File: src/sv/stbs_pkg.sv
`timescale 1ns / 1ps
// Shared types and constants of the sorted table binary search block.
package stbs_pkg;

	localparam int IDX_IN_W = 10;
	localparam int VAL_IN_W = 32;
	localparam int POS_W    = 10;
	localparam int CFG_W    = 11;

	localparam logic KIND_LOAD  = 1'b0;
	localparam logic KIND_QUERY = 1'b1;

	typedef struct packed {
		logic load;
		logic query;
		logic issue_cur;
		logic issue_next;
		logic finish;
		logic fin_step;
	} stbs_cmd_t;

	typedef struct packed {
		logic len_zero;
		logic hit;
		logic next_len_zero;
	} stbs_sts_t;

endpackage

File: src/sv/stbs_controller.sv
`timescale 1ns / 1ps
// Controller state machine that sequences loads and the probe steps of a search.
module stbs_controller (
	input  logic                clk,
	input  logic                arst_n,
	input  logic                in_valid,
	input  logic                in_kind,
	output logic                in_ready,
	input  logic                out_ready,
	output logic                out_valid,
	input  stbs_pkg::stbs_sts_t sts,
	output stbs_pkg::stbs_cmd_t cmd
);

	localparam logic [1:0] ST_IDLE  = 2'd0;
	localparam logic [1:0] ST_ISSUE = 2'd1;
	localparam logic [1:0] ST_STEP  = 2'd2;

	logic [1:0] state_q;
	logic [1:0] state_d;
	logic       out_valid_q;
	logic       out_busy;

	assign in_ready  = (state_q == ST_IDLE);
	assign out_valid = out_valid_q;
	assign out_busy  = out_valid_q && !out_ready;

	always_comb begin
		state_d = state_q;
		cmd     = '0;
		case (state_q)
			ST_IDLE: begin
				if (in_valid) begin
					if (in_kind == stbs_pkg::KIND_LOAD) begin
						cmd.load = 1'b1;
					end else begin
						cmd.query = 1'b1;
						state_d   = ST_ISSUE;
					end
				end
			end
			ST_ISSUE: begin
				if (sts.len_zero) begin
					if (!out_busy) begin
						cmd.finish = 1'b1;
						state_d    = ST_IDLE;
					end
				end else begin
					cmd.issue_cur = 1'b1;
					state_d       = ST_STEP;
				end
			end
			ST_STEP: begin
				if (sts.hit || sts.next_len_zero) begin
					if (!out_busy) begin
						cmd.finish   = 1'b1;
						cmd.fin_step = 1'b1;
						state_d      = ST_IDLE;
					end
				end else begin
					cmd.issue_next = 1'b1;
				end
			end
			default: begin
				state_d = ST_IDLE;
			end
		endcase
	end

	always_ff @(posedge clk or negedge arst_n) begin
		if (!arst_n) begin
			state_q     <= ST_IDLE;
			out_valid_q <= 1'b0;
		end else begin
			state_q <= state_d;
			if (cmd.finish) begin
				out_valid_q <= 1'b1;
			end else if (out_ready) begin
				out_valid_q <= 1'b0;
			end
		end
	end

endmodule

File: config.mk
export PLATFORM = sky130hd
export DESIGN_NAME = stbs_controller
export DESIGN_NICKNAME = d
export VERILOG_FILES = /design/src/sv/stbs_pkg.sv /design/src/sv/stbs_controller.sv
export SDC_FILE = /design/constraint.sdc
export NUM_CORES = 1
export LEC_CHECK = 0
export BUFFER_PORTS_ARGS = -buffer_cell sky130_fd_sc_hd__clkbuf_2
export CORE_AREA = 2 2 39 41
export DETAILED_ROUTE_END_ITERATION = 16
export DIE_AREA = 0 0 41 43
export PLACE_DENSITY = 0.44
export SLEW_MARGIN = 30
export SYNTH_ARGS = -nofsm -noshare
export SYNTH_HDL_FRONTEND = slang
export SYNTH_SLANG_ARGS = --single-unit
File: constraint.sdc
create_clock -name clk -period 1.7 [get_ports clk]
set_input_delay 0.17 -clock clk [delete_from_list [all_inputs] [get_ports clk]]
set_output_delay 0.17 -clock clk [all_outputs]
set_load 0.01 [all_outputs]
== Word-level counts from Yosys, hierarchy flattened ==
Cells that the tools add are included.
Cells by class
  bitwise gates (word level): 0
  divide/modulo/power cells: 0
  reduce and logical (&&, ||, !) cells: 6
  shifts and indexed selects: 0
  $mul: 0
  $lt $le $gt $ge: 0
  mux-type cells: 22
  add/sub/neg operators: 0
  equal/unequal tests: 5
Operators by type and width (number)
  2-bit two-way mux: 9
  1-bit two-way mux: 11
  2-bit != test, second input constant: 3
  2-bit one-hot mux with 3 select lines: 1
  3-bit AND reduction: 1
  2-bit by 1-bit == test with 1-bit output, second input constant: 1
  2-bit == test, second input constant: 1
  2-bit zero test: 1
  1-bit one-hot mux with 2 select lines: 1
  2-bit nonzero test: 1
  1-bit logical AND: 1
  1-bit zero test: 1
  1-bit logical OR: 1
Storage, ports and cells
  logic and storage cells: 35
  memory bits (read-only): 0
  RAM bits: 0
  output and inout bits: 8
  input bits: 8
  register bits after elaboration: 3
  memories kept: 0
  bits in latches: 0

== Longest topological paths before layout ==
Gate-level depths: netlist of run 1.
  word-level depth: 6
  depth in mapped cells: 5
  mapped depth without buffers: 5

== Worst setup path after synthesis of run 1 ==
Ideal clock, no wire load.
  path kind: register to register
  from: register state_q[0]
  to: register state_q[1]
  clock period less this slack: 1.334 ns
  path slack: 0.366 ns
  library setup time: 0.124 ns
  arrival: 1.211 ns
  path buffers: 0
  required time: 1.576 ns
  cell stages (with the launch flop): 6
  cell sequence: dfrtp_1 -> inv_1 -> ha_1 -> nor3b_4 -> nor4bb_1 -> o21bai_1
Between the ends
  word-level cells in the longest chain between the ends: 3
  elaborated cells on any way between the ends: 8
  those cells by class: eq/ne: 5; mux: 1; reduce/logical: 2
RTL lines
  start, declared: RTL line stbs_controller.sv:19  | logic [1:0] state_q;
  start signal, assigned: RTL line stbs_controller.sv:75  | state_q <= state_d;
  2-bit == test or 2-bit zero test (tied branches): RTL line stbs_controller.sv:31  | case (state_q)
  2-bit != test (no line)
  3-bit AND reduction (no line)
Parallel ways exist; a longest one is shown, timed or not.
A chain may end at the register's enable or synchronous reset.

==> run summary, run 1 <==
Outcome: completed
Clock sink count: 3
Critical Path AT: 1.45 ns
Longest Clk Path Bufs: 2
Mapped Nets: 42
Slew Limit Headroom: 83.2%
Final count of pins violating max slew: 0
Final Hold Fails: 0
Number of storage elements in the synthesis netlist: 3
Worst ir drop on vdd: 376 uV
Most common library cell in the layout ignoring fill and taps: sky130_fd_sc_hd__clkbuf_2
Count of unique library cells instantiated by Yosys: 20
Count of cell instances traversed by the critical path: 6
Detailed-router iteration count before antenna repair: 1
Number of buffers added by the clock tree synthesis step: 3
Critical path capture point type: output pin
Wire length reported by the detailed router: 637 um
Number of DRC violations after detailed routing: 0
Post-CTS clock slew at the launch and capture registers of the worst setup and hold paths: 0.04 ns
Startpoint type of the worst setup path: register
Synth area leaders: sky130_fd_sc_hd__dfrtp_1 (25%), sky130_fd_sc_hd__ha_1 (17%), sky130_fd_sc_hd__nor3b_4 (6.3%), sky130_fd_sc_hd__o41ai_2 (5.4%), sky130_fd_sc_hd__nor2b_4 (4.6%)
Basic-gate share of the synthesized area counting and, or, nand and nor cells: 26.8%
Adder and majority gate portion of the synthesized area: 16.7%
Proportion of layout cells with a drive suffix above 1: 49.0%
Vias after detailed routing: 299
Cell type with the largest total area after synthesis: sky130_fd_sc_hd__dfrtp_1
Number of nets in the finished design: 64
Pin count of the biggest net entering global routing: 6
Cell leakage power: 0.237 nW
Number of antenna violations at the first check in global routing: 0
Area post-placement: 394 sq um
Cell at the slowest stage of the critical path: sky130_fd_sc_hd__dfrtp_1
TritonCTS clock tree: built
Setup TNS after final layout: 0 ns
Top cell type's share of synthesized area: 25.1%
IO Pins: 16
Buffer cell driving the clock tree root: sky130_fd_sc_hd__clkbuf_4
Path type of the worst min-delay path: in -> async
Number of warnings issued by yosys: 0
Mean routed wirelength per cell: 9.51 um
Number of input and output port buffers inserted: 15
RSZ-0062 raised after global routing: false
1st-iter DRT viols: 0
Share of the synthesized area in compound gates (AO/OA/AOI/OAI): 28.9%
Period minus WS final: 1.62 ns
# setup viols final: 0
Post-synthesis xor/xnor area fraction: 0%
Commonest cells after routing, fill and taps aside: sky130_fd_sc_hd__clkbuf_2 (15), sky130_fd_sc_hd__nor2_1 (3), sky130_fd_sc_hd__ha_1 (3), sky130_fd_sc_hd__clkbuf_4 (3), sky130_fd_sc_hd__dfrtp_1 (3)
Routability Congestion: 0.594
Worst Setup Path Type: reg -> out
Area of the core region: 1380 sq um
Grt ovf: 0
Number of global-route vias before repair: 289
Source-to-sink clock delay at the later pin of the worst-skew pair: 0.23 ns
Number of vias per cell after detailed routing: 4.46
Filler cell count: 155
Power Density: 1590 nW/um^2
WP buf/inv: 2
Average footprint of a synthesized cell: 9.97 sq um
Combined area of all synthesized cells: 299 sq um
Synth-to-Final Area Change: 47.3%
Placed wire-length estimate after detailed placement: 513 um
Critical Path Fanout Max: 4
Highest achievable clock rate: 0.616 GHz
Final Instance Area: 440 sq um
Multiplexer share of the synthesized area: 0%
Die width: 41 um
H-tree Lvls: 1
Number of cell rows: 14
Worst path required time: 1.53 ns
Synth Instances: 30
Die area: 1760 sq um
Largest delay share family, worst path: flip-flops
Largest family of logic cells by synthesized area: compound AO/OA/AOI/OAI gates
Initial core utilization: 21.6%
First-pass GRT wire length: 1.00 mm
Least-Margin Pin Slew: 0.252 ns
CP peak stage delay: 0.41 ns
Seq/Total Area, Yosys: 25.1%
Cells along the critical path: inv_1, ha_2, o21ai_1, a21bo_2, nor2_1, clkbuf_2
Number of nets with antenna violations after routing: 0
Share of the clock period used by the worst path after layout: 95.5%
GRT Total Usage: 8.44%
Die Ht: 43 um
Count of antenna diodes in the layout: 0
R2R depth: 5
Setup skew after layout: 0.000208 ns
MaxCap Viol Count: 0
power by group:
| group | internal [mW] | switching [mW] | leakage, nW | total (mW) |
|---|---|---|---|---|
| Combinational | 0.229 | 0.219 | 0.183 | 0.447 |
| Sequential | 0.104 | 0.0274 | 0.0389 | 0.131 |
| Clock | 0.0879 | 0.0356 | 0.0150 | 0.123 |
routing by layer:
| metal | global-route usage (%) | wire (um) | share of wire, % | vias up |
|---|---|---|---|---|
| met5 | 0 | 0 | 0 | - |
| met4 | 8.00 | 0 | 0 | 0 |
| met3 | 1.57 | 37 | 5.8 | 0 |
| met2 | 12.5 | 317 | 50 | 7 |
| met1 | 9.35 | 282 | 44 | 140 |
| li1 | - | - | - | 152 |
final cells by class:
class | instances | area, sq um | area share (%)
clock buffer | 4 | 26.3 | 5.97
inverter | 2 | 7.51 | 1.70
multi-input combinational | 25 | 219 | 49.7
sequential | 3 | 75.1 | 17.0
tap | 16 | 20.0 | 4.55
timing repair buffer | 17 | 92.6 | 21.0
cell families after synthesis:
kind of cell             count (synthesis)
AO/OA/AOI/OAI                           10
adder cells (fa/ha/maj)                  4
buffers and inverters                    2
flip-flops                               3
AND/OR/NAND/NOR                         11
state kept, by name (all words and copies together) (netlist names):
signal	cells
out_valid	1
state_q	2
Yosys cell counts, drive strengths merged:
library cell and n:
a21bo 1, o21bai 1, ha 4, nor2b 2, a21o 1, a21boi 1
o21ba 1, inv 2, a31oi 1, nor4bb 1, nor3b 1, nand2 2
o41ai 1, o21ai 2, and3 1, nor2 3, nand2b 1, a211oi 1
dfrtp 3
worst register-to-register path, cell delays in order (launching register included):
cell and delay, ns:
sky130_fd_sc_hd__dfrtp_1 0.39, sky130_fd_sc_hd__inv_1 0.08, sky130_fd_sc_hd__ha_1 0.26, sky130_fd_sc_hd__a21boi_2 0.20, sky130_fd_sc_hd__nor4bb_1 0.27, sky130_fd_sc_hd__o21bai_1 0.16
path summary, 6_finish.rpt:
kind                            start    endpoint  slack, ns
min in group clk            out_ready   out_valid       0.27
hold / removal                 arst_n  state_q[1]       0.26
setup reg to reg           state_q[0]  state_q[1]       0.25
setup / recovery           state_q[0]      cmd[1]       0.08
hold reg to reg            state_q[1]  state_q[1]       0.65
max in group asynchronous      arst_n  state_q[0]       1.33
metrics by stage:
stage	utilization [%]	power, mW	setup slack (ns)	std cells	hold WS, ns
3_5_place_dp	28.5	0.560	0.253	61	-0.0302
6_report	31.8	0.702	0.0769	67	0.260
4_1_cts	31.3	0.698	0.0154	66	0.251
5_1_grt	31.8	0.775	0.0000497	67	0.269
3_3_place_gp	28.5	0.564	0.251	61	-0.0288
2_1_floorplan	-	0.440	0.366	30	-0.126
timing repair:
| item | 4_1_cts | 5_1_grt |
|---|---|---|
| endpoints found under the setup margin | 1 | 1 |
| hold buffers | 1 | 0 |
| gates resized for setup | 1 | 1 |
| buffers inserted | 0 | 1 |
| hold endpoints to repair | 3 | 0 |
Power figures use the tool's default switching activity.
==> run 2, diff against run 1 <==
- PLACE_DENSITY: 0.44 -> 0.45
- clock period: 1.7 -> 1.4 ns (I/O delays scaled with it)
==> run 2 against run 1 <==
Compared with the run above: the flow now finishes with violations (setup timing); largest power group unchanged; routed wire length increased by 32%; highest routed layer unchanged; critical path type unchanged; global-route usage increased by 0.11 points; clock power increased by 24%; critical path depth unchanged; via count increased by 15%; sequential power increased by 24%; critical endpoint unchanged; hold slack got worse by 0.025 ns; register-to-register slack got worse by 0.34 ns; combinational power increased by 130%.
==> run summary, run 2 (same netlist as run 1, synthesis figures left out) <==
Outcome: finished with violations
Violations in the final reports: setup timing
Routability Congestion: 0.704 (+18%)
Die width: 41 um (unchanged)
Post-Place Setup Slack: -0.0152 ns (-0.268 ns)
Mean routed wirelength per cell: 10.9 um (+14%)
Final Instance Area: 634 sq um (+44%)
Critical Path AT: 1.42 ns (-0.03 ns)
Die Ht: 43 um (unchanged)
RSZ-0062 raised after global routing: true
Number of global-route vias before repair: 266 (-8.0%)
Minimum hold slack: 0.235 ns (-0.0255 ns)
Die area: 1760 sq um (unchanged)
Highest achievable clock rate: 0.640 GHz
Final critical-path setup slack: -0.162 ns (-0.239 ns)
Startpoint type of the worst setup path: register
Number of vias per cell after detailed routing: 4.45 (-0.18%)
Initial core utilization: 21.6% (unchanged)
Area of the core region: 1380 sq um (unchanged)
Final instance count without filler cells: 77 (+15%)
Worst ir drop on vdd: 826 uV (+120%)
Area post-placement: 409 sq um (+3.8%)
Period minus WS final: 1.56 ns
Commonest cells after routing, fill and taps aside: sky130_fd_sc_hd__clkbuf_2 (10), sky130_fd_sc_hd__buf_6 (6), sky130_fd_sc_hd__buf_4 (6), sky130_fd_sc_hd__buf_2 (4)
Buffer cell driving the clock tree root: sky130_fd_sc_hd__clkbuf_4
Number of DRC violations after detailed routing: 0 (unchanged)
Placed insts: 63 (+3.3%)
Setup TNS after final layout: -0.320 ns (-0.320 ns)
Register with the most flip-flops: state_q
R2R depth: 6 (+1)
Critical Path Fanout Max: 4 (unchanged)
Power Density: 2140 nW/um^2 (+34%)
Placed wire-length estimate after detailed placement: 527 um (+2.8%)
Longest Clk Path Bufs: 2 (unchanged)
Overall power consumption: 1.36 mW (+93%)
Least-Margin Pin Slew: 0.318 ns (+0.0659 ns)
Slew Limit Headroom: 78.7% (-4.5 points)
TritonCTS clock tree: built
Count of antenna diodes in the layout: 0 (unchanged)
Most common library cell in the layout ignoring fill and taps: sky130_fd_sc_hd__clkbuf_2
Cell leakage power: 0.304 nW (+28%)
First-pass GRT wire length: 1.02 mm (+2.1%)
Number of buffers added by the clock tree synthesis step: 3 (unchanged)
Synth-to-Final Area Change: 112%
Path type of the worst min-delay path: in -> async
Final Hold Fails: 0 (unchanged)
Grt ovf: 0 (unchanged)
Number of cell rows: 14 (unchanged)
Vias after detailed routing: 343 (+15%)
Worst path required time: 1.26 ns (-0.27 ns)
H-tree Lvls: 1 (unchanged)
Share of the clock period used by the worst path after layout: 112%
Proportion of layout cells with a drive suffix above 1: 77.0% (+28 points)
Critical path capture point type: output pin
Number of antenna violations at the first check in global routing: 0 (unchanged)
Worst Setup Path Type: reg -> out
GRT Total Usage: 8.55% (+0.11 points)
Number of nets in the finished design: 74 (+16%)
Number of input and output port buffers inserted: 15 (unchanged)
Filler cell count: 147 (-5.2%)
Number of nets with antenna violations after routing: 0 (unchanged)
MaxCap Viol Count: 0 (unchanged)
Max reg flops: 2 (unchanged)
Wire length reported by the detailed router: 838 um (+32%)
Post-CTS clock slew at the launch and capture registers of the worst setup and hold paths: 0.04 ns (about the same)
Final count of pins violating max slew: 0 (unchanged)
Setup skew after layout: 0.00271 ns (+0.00250 ns)
Clock sink count: 3 (unchanged)
# setup viols final: 6 (+6)
1st-iter DRT viols: 0 (unchanged)
Source-to-sink clock delay at the later pin of the worst-skew pair: 0.23 ns (about the same)
Detailed-router iteration count before antenna repair: 1 (unchanged)
IO Pins: 16 (unchanged)
Core utilization of the finished layout: 45.8% (+14 points)
Pin count of the biggest net entering global routing: 6 (unchanged)
run 2: layout make-up:
cell class / count / area, sq um / area share [%]
well taps: 16 / 20.0 / 3.16
clock buffers: 4 / 26.3 / 4.14
repair buffers: 27 / 193 / 30.4
flip-flops and latches: 3 / 75.1 / 11.8
multi-input cells: 25 / 313 / 49.3
inverters: 2 / 7.51 / 1.18
run 2: timing repair:
item,CTS,global route
setup buffers,4,5
endpoints found under the setup margin,7,7
hold endpoints to repair,3,0
pin swaps,1,5
hold buffers,1,0
gates resized for setup,7,24
run 2: worst paths after layout:
kind | start | slack, ns | end
max | state_q[1] | -0.16 | cmd[1]
min | arst_n | 0.23 | state_q[0]
max reg2reg | state_q[1] | -0.09 | state_q[1]
min reg2reg | state_q[0] | 0.60 | state_q[0]
max in group asynchronous | arst_n | 1.06 | out_valid
min in group clk | out_ready | 0.26 | out_valid
run 2: power breakdown:
group          internal (mW)  switching (mW)
Sequential             0.126          0.0358
Combinational          0.612           0.430
Clock                  0.107          0.0455
Total                  0.845           0.511
run 2: metal layers:
metal / global-route usage [%] / share of wire, %
met5: 0 / 0
met4: 6.00 / 0
met3: 1.57 / 5.6
met2: 12.2 / 50
met1: 11.0 / 44
run 2: critical path, stage by stage (launching register included):
cell and delay (ns):
sky130_fd_sc_hd__dfrtp_1 0.40, sky130_fd_sc_hd__inv_2 0.13, sky130_fd_sc_hd__ha_4 0.16, sky130_fd_sc_hd__nand2_1 0.07, sky130_fd_sc_hd__a21bo_2 0.22, sky130_fd_sc_hd__nor2_1 0.08, sky130_fd_sc_hd__buf_2 0.13
